### src/hdrg_pkg.sv
// ----------------------------------------------------------------------------
// hdrg_pkg: H-bridge drive with reversal guard, shared definitions
// Sequencer states, direction codes, divider control, register indexes and fixed constants.
// ----------------------------------------------------------------------------
`default_nettype none

package hdrg_pkg;

  localparam int DUTY_W = 15;
  localparam int OUT_DUTY_W = 14;
  localparam int CNT_W = 32;
  localparam int CPR_W = 24;
  localparam int WRAP_W = 16;
  localparam int CONT_W = 48;
  localparam int TURN_W = 16;
  localparam int STEP_W = 5;

  localparam logic signed [DUTY_W-1:0] DUTY_MAX = 15'sd9900;
  localparam logic signed [DUTY_W-1:0] DUTY_DEAD = 15'sd100;
  localparam logic [TURN_W-1:0] FULL_TURN = 16'd36000;
  localparam logic [TURN_W:0] FULL_TURN_X = 17'd36000;
  localparam logic [TURN_W:0] HALF_TURN_X = 17'd18000;

  // divider passes: full magnitude quotient, then a quotient known to be below 2^16
  localparam logic [STEP_W-1:0] DIV1_LAST = 5'd31;
  localparam logic [STEP_W-1:0] DIV2_LAST = 5'd15;

  localparam logic [1:0] CFG_REVERSE = 2'd0;
  localparam logic [1:0] CFG_PERIOD = 2'd1;
  localparam logic [1:0] CFG_CPR = 2'd2;
  localparam logic [1:0] CFG_PROTECT = 2'd3;

  typedef enum logic [2:0] {
    ST_IDLE,
    ST_REL,
    ST_DIV1,
    ST_MUL1,
    ST_DIV2,
    ST_MUL2,
    ST_FIN,
    ST_DONE
  } hdrg_state_t;

  typedef enum logic [1:0] {
    DIR_NONE,
    DIR_POS,
    DIR_NEG
  } hdrg_dir_t;

  typedef struct packed {
    logic load;
    logic step;
  } hdrg_div_ctl_t;

endpackage

`default_nettype wire

### src/hdrg_div.sv
// ----------------------------------------------------------------------------
// hdrg_div: shared restoring divider
// One quotient bit per step; remainder stays below the 24-bit divisor.
// ----------------------------------------------------------------------------
`default_nettype none

module hdrg_div (
  input  wire logic                        clk,
  input  wire hdrg_pkg::hdrg_div_ctl_t     ctl,
  input  wire logic [hdrg_pkg::CPR_W-1:0]  divisor,
  input  wire logic [hdrg_pkg::CPR_W-1:0]  rem_init,
  input  wire logic [hdrg_pkg::CNT_W-1:0]  dvd_init,
  output logic      [hdrg_pkg::CPR_W-1:0]  rem,
  output logic      [hdrg_pkg::CNT_W-1:0]  dvd
);
  import hdrg_pkg::*;

  logic [CPR_W-1:0] rem_r, rem_nxt;
  logic [CNT_W-1:0] dvd_r, dvd_nxt;
  logic [CPR_W:0]   shifted;
  logic [CPR_W:0]   diff;
  logic             fits;

  // dividend bits leave at the top of dvd_r, quotient bits enter at the bottom
  always_comb begin
    shifted = {rem_r, dvd_r[CNT_W-1]};
    diff    = shifted - {1'b0, divisor};
    fits    = (shifted >= {1'b0, divisor});
    rem_nxt = rem_r;
    dvd_nxt = dvd_r;
    if (ctl.load) begin
      rem_nxt = rem_init;
      dvd_nxt = dvd_init;
    end else if (ctl.step) begin
      rem_nxt = fits ? diff[CPR_W-1:0] : shifted[CPR_W-1:0];
      dvd_nxt = {dvd_r[CNT_W-2:0], fits};
    end
  end

  always_ff @(posedge clk) begin
    rem_r <= rem_nxt;
    dvd_r <= dvd_nxt;
  end

  assign rem = rem_r;
  assign dvd = dvd_r;

endmodule

`default_nettype wire

### src/hbridge_drive_with_reversal_guard_top.sv
// ----------------------------------------------------------------------------
// hbridge_drive_with_reversal_guard_top: H-bridge drive with reversal guard
// Duty shaping, reversal dead time and encoder shaft angle tracking.
// ----------------------------------------------------------------------------
// Flow: an accepted tick without an angle recompute, or with a zero latch, goes
//   straight to ST_DONE; a recompute tick first passes REL, DIV1, MUL1, DIV2, MUL2, FIN.
// The input stalls until ST_DONE hands the result to the output register; the
//   recompute runs a 32-step and a 16-step pass through one shared restoring divider.
// Reset (rst_n low, synchronous): registers to their defaults, guard idle,
//   angles zero, zero latch armed; no output transaction pending.
`default_nettype none

module hbridge_drive_with_reversal_guard_top (
  input  wire logic                                  clk,
  input  wire logic                                  rst_n,
  // configuration
  input  wire logic                                  cfg_we,
  input  wire logic [1:0]                            cfg_index,
  input  wire logic [hdrg_pkg::CPR_W-1:0]            cfg_wdata,
  // input channel
  input  wire logic                                  in_valid,
  output logic                                       in_stall,
  input  wire logic signed [hdrg_pkg::DUTY_W-1:0]    in_target_duty,
  input  wire logic                                  in_no_force,
  input  wire logic signed [hdrg_pkg::CNT_W-1:0]     in_encoder_count,
  input  wire logic                                  in_zero_request,
  // result channel
  output logic                                       out_valid,
  input  wire logic                                  out_stall,
  output logic                                       out_drive_enable,
  output logic [hdrg_pkg::OUT_DUTY_W-1:0]            out_duty_a,
  output logic [hdrg_pkg::OUT_DUTY_W-1:0]            out_duty_b,
  output logic                                       out_reversing,
  output logic signed [hdrg_pkg::WRAP_W-1:0]         out_angle_wrapped,
  output logic signed [hdrg_pkg::CONT_W-1:0]         out_angle_continuous
);
  import hdrg_pkg::*;

  // configuration
  logic              rev_motor_r, rev_motor_nxt;
  logic [15:0]       period_r, period_nxt;
  logic [CPR_W-1:0]  cpr_r, cpr_nxt;
  logic [7:0]        protect_r, protect_nxt;

  // control and architectural state
  hdrg_state_t       state_r, state_nxt;
  logic              guard_r, guard_nxt;
  hdrg_dir_t         dir_r, dir_nxt;
  logic [7:0]        gcnt_r, gcnt_nxt;
  logic [15:0]       udiv_r, udiv_nxt;
  logic signed [CNT_W-1:0]  zcnt_r, zcnt_nxt;
  logic              zpend_r, zpend_nxt;
  logic signed [WRAP_W-1:0] wrap_r, wrap_nxt;
  logic signed [CONT_W-1:0] cont_r, cont_nxt;
  logic [STEP_W-1:0] step_r, step_nxt;
  logic              out_valid_r, out_valid_nxt;

  // per-transaction working registers
  logic              en_r, en_nxt;
  logic [OUT_DUTY_W-1:0] da_r, da_nxt, db_r, db_nxt;
  logic              rev_r, rev_nxt;
  logic signed [CNT_W-1:0] count_r, count_nxt;
  logic              neg_r, neg_nxt;
  logic              r1nz_r, r1nz_nxt;
  logic [CNT_W-1:0]  q1_r, q1_nxt;
  logic [CONT_W-1:0] prod_r, prod_nxt;

  // output register
  logic              out_en_r, out_en_nxt;
  logic [OUT_DUTY_W-1:0] out_da_r, out_da_nxt, out_db_r, out_db_nxt;
  logic              out_rev_r, out_rev_nxt;
  logic signed [WRAP_W-1:0] out_wrap_r, out_wrap_nxt;
  logic signed [CONT_W-1:0] out_cont_r, out_cont_nxt;

  // combinational
  logic              accept;
  logic signed [DUTY_W-1:0] duty_c;
  hdrg_dir_t         dir_c;
  logic [15:0]       udiv_inc;
  logic              upd_c;
  logic              pend_c;
  logic [CNT_W:0]    rel_c;
  logic [CNT_W:0]    rel_abs;
  logic [CPR_W-1:0]  cpr_eff;
  logic [CNT_W-1:0]  mul_a;
  logic [CONT_W-1:0] mul_out;
  logic [CONT_W-1:0] mag_c;
  logic [TURN_W:0]   part_c;
  logic [TURN_W:0]   wrap_c;
  logic              out_load;

  hdrg_div_ctl_t     div_ctl;
  logic [CPR_W-1:0]  div_rem_init;
  logic [CNT_W-1:0]  div_dvd_init;
  logic [CPR_W-1:0]  div_rem;
  logic [CNT_W-1:0]  div_dvd;

  assign accept  = in_valid && !in_stall;
  assign in_stall = (state_r != ST_IDLE) || !rst_n;
  assign cpr_eff = (cpr_r == '0) ? CPR_W'(1) : cpr_r;

  hdrg_div u_div (
    .clk      (clk),
    .ctl      (div_ctl),
    .divisor  (cpr_eff),
    .rem_init (div_rem_init),
    .dvd_init (div_dvd_init),
    .rem      (div_rem),
    .dvd      (div_dvd)
  );

  // single shared constant multiplier: remainder scaling, then quotient scaling
  assign mul_a   = (state_r == ST_MUL2) ? q1_r : {{(CNT_W-CPR_W){1'b0}}, div_rem};
  assign mul_out = CONT_W'(mul_a) * CONT_W'(FULL_TURN);

  // duty shaping
  always_comb begin
    duty_c = in_target_duty;
    if (duty_c > DUTY_MAX) begin
      duty_c = DUTY_MAX;
    end
    if (duty_c < -DUTY_MAX) begin
      duty_c = -DUTY_MAX;
    end
    if ((duty_c > -DUTY_DEAD) && (duty_c < DUTY_DEAD)) begin
      duty_c = '0;
    end
    if (rev_motor_r) begin
      duty_c = -duty_c;
    end
    if (duty_c > 0) begin
      dir_c = DIR_POS;
    end else if (duty_c < 0) begin
      dir_c = DIR_NEG;
    end else begin
      dir_c = DIR_NONE;
    end
  end

  always_comb begin
    udiv_inc = udiv_r + 16'd1;
    upd_c    = (udiv_inc >= period_r);
    pend_c   = zpend_r || in_zero_request;
    rel_c    = {count_r[CNT_W-1], count_r} - {zcnt_r[CNT_W-1], zcnt_r};
    rel_abs  = rel_c[CNT_W] ? -rel_c : rel_c;
    // floor(|rel| * 36000 / cpr) = q1 * 36000 + floor(r1 * 36000 / cpr)
    mag_c    = prod_r + CONT_W'(div_dvd[TURN_W-1:0]);
    if (neg_r && r1nz_r) begin
      part_c = FULL_TURN_X - {1'b0, div_dvd[TURN_W-1:0]} - {{TURN_W{1'b0}}, (div_rem != '0)};
    end else begin
      part_c = {1'b0, div_dvd[TURN_W-1:0]};
    end
    wrap_c   = (part_c >= HALF_TURN_X) ? (part_c - FULL_TURN_X) : part_c;
    out_load = (state_r == ST_DONE) && (!out_valid_r || !out_stall);
  end

  // configuration writes
  always_comb begin
    rev_motor_nxt = rev_motor_r;
    period_nxt    = period_r;
    cpr_nxt       = cpr_r;
    protect_nxt   = protect_r;
    if (cfg_we) begin
      unique case (cfg_index)
        CFG_REVERSE: rev_motor_nxt = cfg_wdata[0];
        CFG_PERIOD:  period_nxt    = cfg_wdata[15:0];
        CFG_CPR:     cpr_nxt       = cfg_wdata;
        CFG_PROTECT: protect_nxt   = cfg_wdata[7:0];
        default:     rev_motor_nxt = rev_motor_r;
      endcase
    end
  end

  // sequencer
  always_comb begin
    state_nxt    = state_r;
    guard_nxt    = guard_r;
    dir_nxt      = dir_r;
    gcnt_nxt     = gcnt_r;
    udiv_nxt     = udiv_r;
    zcnt_nxt     = zcnt_r;
    zpend_nxt    = zpend_r;
    wrap_nxt     = wrap_r;
    cont_nxt     = cont_r;
    step_nxt     = step_r;
    en_nxt       = en_r;
    da_nxt       = da_r;
    db_nxt       = db_r;
    rev_nxt      = rev_r;
    count_nxt    = count_r;
    neg_nxt      = neg_r;
    r1nz_nxt     = r1nz_r;
    q1_nxt       = q1_r;
    prod_nxt     = prod_r;
    div_ctl      = '0;
    div_rem_init = '0;
    div_dvd_init = rel_abs[CNT_W-1:0];

    unique case (state_r)
      ST_IDLE: begin
        if (accept) begin
          count_nxt = in_encoder_count;
          en_nxt    = 1'b0;
          da_nxt    = '0;
          db_nxt    = '0;
          rev_nxt   = 1'b0;

          if (in_zero_request) begin
            wrap_nxt  = '0;
            cont_nxt  = '0;
            zpend_nxt = 1'b1;
          end
          state_nxt = ST_DONE;
          udiv_nxt  = udiv_inc;
          if (upd_c) begin
            udiv_nxt = '0;
            if (pend_c) begin
              zcnt_nxt  = in_encoder_count;
              wrap_nxt  = '0;
              cont_nxt  = '0;
              zpend_nxt = 1'b0;
            end else begin
              state_nxt = ST_REL;
            end
          end

          // bridge and reversal guard
          if (in_no_force) begin
            guard_nxt = 1'b0;
            dir_nxt   = DIR_NONE;
          end else if (!guard_r) begin
            if ((dir_r != DIR_NONE) && (dir_c != DIR_NONE) && (dir_r != dir_c)) begin
              guard_nxt = 1'b1;
              gcnt_nxt  = '0;
              rev_nxt   = 1'b1;
            end else if (dir_c == DIR_POS) begin
              en_nxt  = 1'b1;
              da_nxt  = duty_c[OUT_DUTY_W-1:0];
              dir_nxt = DIR_POS;
            end else if (dir_c == DIR_NEG) begin
              en_nxt  = 1'b1;
              db_nxt  = OUT_DUTY_W'(-duty_c);
              dir_nxt = DIR_NEG;
            end
          end else begin
            rev_nxt  = 1'b1;
            gcnt_nxt = (gcnt_r == 8'hFF) ? gcnt_r : (gcnt_r + 8'd1);
            if (gcnt_nxt >= protect_r) begin
              guard_nxt = 1'b0;
              dir_nxt   = DIR_NONE;
            end
          end
        end
      end
      ST_REL: begin
        neg_nxt      = rel_c[CNT_W];
        div_ctl.load = 1'b1;
        step_nxt     = '0;
        state_nxt    = ST_DIV1;
      end
      ST_DIV1: begin
        div_ctl.step = 1'b1;
        step_nxt     = step_r + STEP_W'(1);
        if (step_r == DIV1_LAST) begin
          state_nxt = ST_MUL1;
        end
      end
      ST_MUL1: begin
        // r1 * 36000 < cpr * 2^16, so its top bits are already a valid remainder
        q1_nxt       = div_dvd;
        r1nz_nxt     = (div_rem != '0);
        div_ctl.load = 1'b1;
        div_rem_init = mul_out[TURN_W+CPR_W-1:TURN_W];
        div_dvd_init = {mul_out[TURN_W-1:0], {(CNT_W-TURN_W){1'b0}}};
        step_nxt     = '0;
        state_nxt    = ST_DIV2;
      end
      ST_DIV2: begin
        div_ctl.step = 1'b1;
        step_nxt     = step_r + STEP_W'(1);
        if (step_r == DIV2_LAST) begin
          state_nxt = ST_MUL2;
        end
      end
      ST_MUL2: begin
        prod_nxt  = mul_out;
        state_nxt = ST_FIN;
      end
      ST_FIN: begin
        if (!neg_r) begin
          cont_nxt = mag_c[CONT_W-1] ? {1'b0, {(CONT_W-1){1'b1}}} : mag_c;
        end else begin
          cont_nxt = (mag_c[CONT_W-1] && (mag_c[CONT_W-2:0] != '0)) ?
                     {1'b1, {(CONT_W-1){1'b0}}} : -mag_c;
        end
        wrap_nxt  = wrap_c[WRAP_W-1:0];
        state_nxt = ST_DONE;
      end
      ST_DONE: begin
        if (out_load) begin
          state_nxt = ST_IDLE;
        end
      end
      default: state_nxt = ST_IDLE;
    endcase
  end

  // output register
  always_comb begin
    out_valid_nxt = out_valid_r && out_stall;
    out_en_nxt    = out_en_r;
    out_da_nxt    = out_da_r;
    out_db_nxt    = out_db_r;
    out_rev_nxt   = out_rev_r;
    out_wrap_nxt  = out_wrap_r;
    out_cont_nxt  = out_cont_r;
    if (out_load) begin
      out_valid_nxt = 1'b1;
      out_en_nxt    = en_r;
      out_da_nxt    = da_r;
      out_db_nxt    = db_r;
      out_rev_nxt   = rev_r;
      out_wrap_nxt  = wrap_r;
      out_cont_nxt  = cont_r;
    end
  end

  always_ff @(posedge clk) begin
    if (!rst_n) begin
      rev_motor_r <= 1'b0;
      period_r    <= 16'd1;
      cpr_r       <= 24'd4096;
      protect_r   <= 8'd2;
      state_r     <= ST_IDLE;
      guard_r     <= 1'b0;
      dir_r       <= DIR_NONE;
      gcnt_r      <= '0;
      udiv_r      <= '0;
      zcnt_r      <= '0;
      zpend_r     <= 1'b1;
      wrap_r      <= '0;
      cont_r      <= '0;
      step_r      <= '0;
      out_valid_r <= 1'b0;
    end else begin
      rev_motor_r <= rev_motor_nxt;
      period_r    <= period_nxt;
      cpr_r       <= cpr_nxt;
      protect_r   <= protect_nxt;
      state_r     <= state_nxt;
      guard_r     <= guard_nxt;
      dir_r       <= dir_nxt;
      gcnt_r      <= gcnt_nxt;
      udiv_r      <= udiv_nxt;
      zcnt_r      <= zcnt_nxt;
      zpend_r     <= zpend_nxt;
      wrap_r      <= wrap_nxt;
      cont_r      <= cont_nxt;
      step_r      <= step_nxt;
      out_valid_r <= out_valid_nxt;
    end
  end

  always_ff @(posedge clk) begin
    en_r       <= en_nxt;
    da_r       <= da_nxt;
    db_r       <= db_nxt;
    rev_r      <= rev_nxt;
    count_r    <= count_nxt;
    neg_r      <= neg_nxt;
    r1nz_r     <= r1nz_nxt;
    q1_r       <= q1_nxt;
    prod_r     <= prod_nxt;
    out_en_r   <= out_en_nxt;
    out_da_r   <= out_da_nxt;
    out_db_r   <= out_db_nxt;
    out_rev_r  <= out_rev_nxt;
    out_wrap_r <= out_wrap_nxt;
    out_cont_r <= out_cont_nxt;
  end

  assign out_valid            = out_valid_r;
  assign out_drive_enable     = out_en_r;
  assign out_duty_a           = out_da_r;
  assign out_duty_b           = out_db_r;
  assign out_reversing        = out_rev_r;
  assign out_angle_wrapped    = out_wrap_r;
  assign out_angle_continuous = out_cont_r;

  // a guard interval always follows a known direction
  assert property (@(posedge clk) disable iff (!rst_n)
    guard_r |-> (dir_r != DIR_NONE))
    else $error("guard active with no recorded direction");

  // never drive both half-bridges, never drive during a reversal
  assert property (@(posedge clk) disable iff (!rst_n)
    out_valid |-> ((out_duty_a == '0) || (out_duty_b == '0)) && !(out_drive_enable && out_reversing))
    else $error("conflicting bridge drive");

  assert property (@(posedge clk) disable iff (!rst_n)
    out_valid |-> (out_angle_wrapped >= -16'sd18000) && (out_angle_wrapped <= 16'sd17999))
    else $error("wrapped angle out of range");

  // a finished transaction cannot be overwritten while the output is held
  assert property (@(posedge clk) disable iff (!rst_n)
    (out_valid && out_stall) |=> (out_valid && $stable(out_angle_continuous)))
    else $error("held result changed");

endmodule

`default_nettype wire

### config.mk
export PLATFORM = sky130hd
export DESIGN_NAME = hbridge_drive_with_reversal_guard_top
export DESIGN_NICKNAME = d
export VERILOG_FILES = /design/src/hdrg_pkg.sv /design/src/hdrg_div.sv /design/src/hbridge_drive_with_reversal_guard_top.sv
export SDC_FILE = /design/constraint.sdc
export NUM_CORES = 1
export LEC_CHECK = 0
export BUFFER_PORTS_ARGS = -buffer_cell sky130_fd_sc_hd__buf_2
export CORE_UTILIZATION = 30
export CTS_CLUSTER_SIZE = 40
export DETAILED_ROUTE_END_ITERATION = 10
export PLACE_DENSITY_LB_ADDON = 0.3
export SYNTH_ARGS = -nofsm -noshare
export SYNTH_HDL_FRONTEND = slang
export SYNTH_HIERARCHICAL = 1
export SYNTH_SLANG_ARGS = --single-unit
export TNS_END_PERCENT = 10
### constraint.sdc
create_clock -name clk -period 7.05 [get_ports clk]
set_input_delay 0 -clock clk [delete_from_list [all_inputs] [get_ports clk]]
set_output_delay 0 -clock clk [all_outputs]
set_load 0.01 [all_outputs]
==> reports/qor.csv <==
metric;value;unit
drt_iter0_markers;2240;
cp_data_required_time;7400;ps
async_flop_share;0;%
die_width;337.1;um
layout-drive-gt1-share;11.29;%
critPathMaxFanout;23;
maxCapViolations;0;
postLayoutCoreUtil;34.79;%
post-place-ws;305.0;ps
antenna_found_initial;6;
synthToLayoutAreaGrowth;14.60;%
diodes;0;
std_cell_rows;122;
clockBufferDepth;3;
yosysSeqAreaShare;36.57;%
cts_root_buf;clkbuf_16;
finalSetupTns;0;ps
cts_sinks;471;
postSynthCellCount;3653;
fin_worst_skew;27.13;ps
gr-total-overflow;0;
clock_latency;620;ps
hold_path.class;primary input to flop;
outcome;complete, no violations;
cts-buffers-inserted;52;
grt_first_pass_wirelength;151000;um
ys_warn_count;6;
vias;27080;
ioPinCount;176;
multi_input_area;0.01951;sq mm
setup_violations;0;
wl_per_cell;18.13;um
drv_slew;0;
io_buffers;175;
synth_cell_type_count;120;
die_area;0.1137;sq mm
synth_seq_cells;471;
ant_nets;0;
avgSynthCellArea;9.224;sq um
viasPerCell;5.045;
initial_utilization;30.36;%
cts_tree;done;
worstSetupStartpointType;flop;
timing.fmax;153.9;MHz
timing.final.crit_share;92.18;%
wirelength;97310;um
synth_nets;4120;
fill_cells;11450;
endpoint_kind;flop;
grt_pass1_vias;25890;
nets;4304;
coreArea;0.1110;sq mm
critPathKind;flop to flop;
seq_area;0.01232;sq mm
instances_no_fill;5368;
worst_slack;551.2;ps
dpl.cell_count;5196;
final-hold-violation-count;0;
htreeDepth;2;
gr-usage-all-layers;16.91;%
crit_arrival;6850;ps
slew-limit-headroom;21.99;%
synth_ff_type;edfxtp_1;
hpwl;75250;um
synth_area;0.03369;sq mm
grt_max_degree;95;
worstMarginPinSlew;1163;ps
drc;0;
fin_crit;6499;ps
dr.pass1.iters;5;
clk_pin_slew;70;ps
grt_setup_unrepaired;false;
die_h;337.1;um
place.gp.congestion;0.9279;
synth_edf_count;289;
-- worst paths after layout --
check | startpoint | endpoint | slack [ps] | depth (start not counted)
max reg2reg | state_r[2] | prod_r[46] | 550 | 24
min | in_target_duty[1] | da_r[1] | 100 | 4
max | state_r[2] | prod_r[46] | 550 | 24
min reg2reg | db_r[12] | out_duty_b[12] | 420 | 0
-- sequential cells by signal, summed over array words and instances, names as in the netlist, 16 cells and up --
register              count
cont_r                   48
count_r                  32
cpr_r                    24
out_angle_continuous     48
out_angle_wrapped        16
period_r                 16
prod_r                   43
q1_r                     32
u_div/dvd                32
u_div/rem                24
udiv_r                   16
wrap_r                   16
zcnt_r                   32
-- metrics by stage --
stage	cell area, sq um	hold WS (ps)
3_5_place_dp	36130	194.3
2_1_floorplan	33700	98.87
5_1_grt	38610	78.99
4_1_cts	38600	58.61
3_3_place_gp	36130	194.7
6_report	38610	96.09
-- worst max-delay path, stage by stage (launching register included) --
cell and delay (ps):
dfxtp_1 340, nand2_1 60, or2_4 330, inv_2 150, mux2i_2 310, inv_1 180
ha_1 330, ha_1 280, inv_1 60, fa_1 540, inv_1 60, fa_1 500
fa_1 490, ha_1 400, a41oi_1 230, o21ai_0 140, a21oi_1 180, nand3_1 190
a21bo_2 280, a41o_1 260, a311oi_1 240, o21bai_1 150, a221oi_1 280, o21bai_1 100
xor2_1 140
-- synth_stat cells, types with 10 or more instances --
cell type	n	area [sq um]
nand2_1	438	1644
inv_1	324	1216
ha_1	303	3791
edfxtp_1	289	8678
a21oi_1	284	1421
nor2_1	240	900.9
dfxtp_1	182	3643
clkbuf_1	142	533.0
xnor2_1	117	1025
o21ai_0	104	520.5
nand3_1	95	475.5
xor2_1	92	805.8
fa_1	84	1682
nor3_1	65	325.3
a21o_1	55	412.9
and2_1	48	300.3
mux2_2	46	518.0
and3_1	42	262.8
nand4_1	37	231.5
o211ai_1	37	277.8
o21a_1	34	255.2
a31oi_1	32	200.2
a211oi_1	31	232.7
nand2b_1	28	175.2
o21ai_1	28	140.1
nor4_1	25	156.4
o21bai_1	25	187.7
nor2b_1	24	150.1
mux2i_1	22	220.2
o31ai_1	17	127.6
or3_1	17	106.4
a221o_1	16	160.2
or2_2	14	87.58
buf_2	13	65.06
nand3b_1	13	97.59
a22oi_1	12	90.09
a31o_2	12	105.1
a41oi_1	12	105.1
o22ai_1	11	68.82
a211o_1	10	87.58
nor3b_1	10	75.07
o2111ai_1	10	87.58
o31a_1	10	87.58
or4_1	10	75.07
-- cells by family after synthesis --
family / after synthesis / share of synthesized area (%)
simple gates: 1160 / 16.55
xor+xnor: 210 / 5.481
buf+inv: 493 / 5.641
fa+ha+maj: 387 / 16.24
mux: 69 / 2.224
flops: 471 / 36.57
compound gates: 863 / 17.29
-- final cells by class --
type | instances | share of cell area, %
Timing Repair Buffer | 295 | 5.097
Inverter | 328 | 3.198
Tap cell | 1488 | 4.822
Multi-Input combinational cell | 2689 | 50.53
Sequential cell | 471 | 31.91
Clock inverter | 26 | 0.5606
Clock buffer | 71 | 3.882
-- what timing repair did --
action,CTS,global route
endpoints found under the setup margin,0,2
hold buffers,75,0
buffers inserted,0,0
gates resized for setup,0,4
hold endpoints to repair,134,0
-- placed cells by master, fill, tap and decap left out, types with 95 or more instances in the layout --
cell      synthesis  final
nand2_1         438    438
xnor2_1         117    116
nand3_1          95     95
a21oi_1         284    282
o21ai_0         104    104
dfxtp_1         182    182
buf_2            13    175
ha_1            303    303
edfxtp_1        289    289
nor2_1          240    240
inv_1           324    321
-- layer usage --
layer / track usage, % / wire length [um] / vias to the layer above
met1: 24.31 / 46690 / 12840
li1: - / - / 13420
met5: 0 / 0 / -
met3: 3.063 / 6235 / 130
met2: 25.96 / 42240 / 688
met4: 4.178 / 2150 / 0
Power is not shown: default switching activity piles up to over one toggle a cycle in this logic, so the estimate is an artifact.
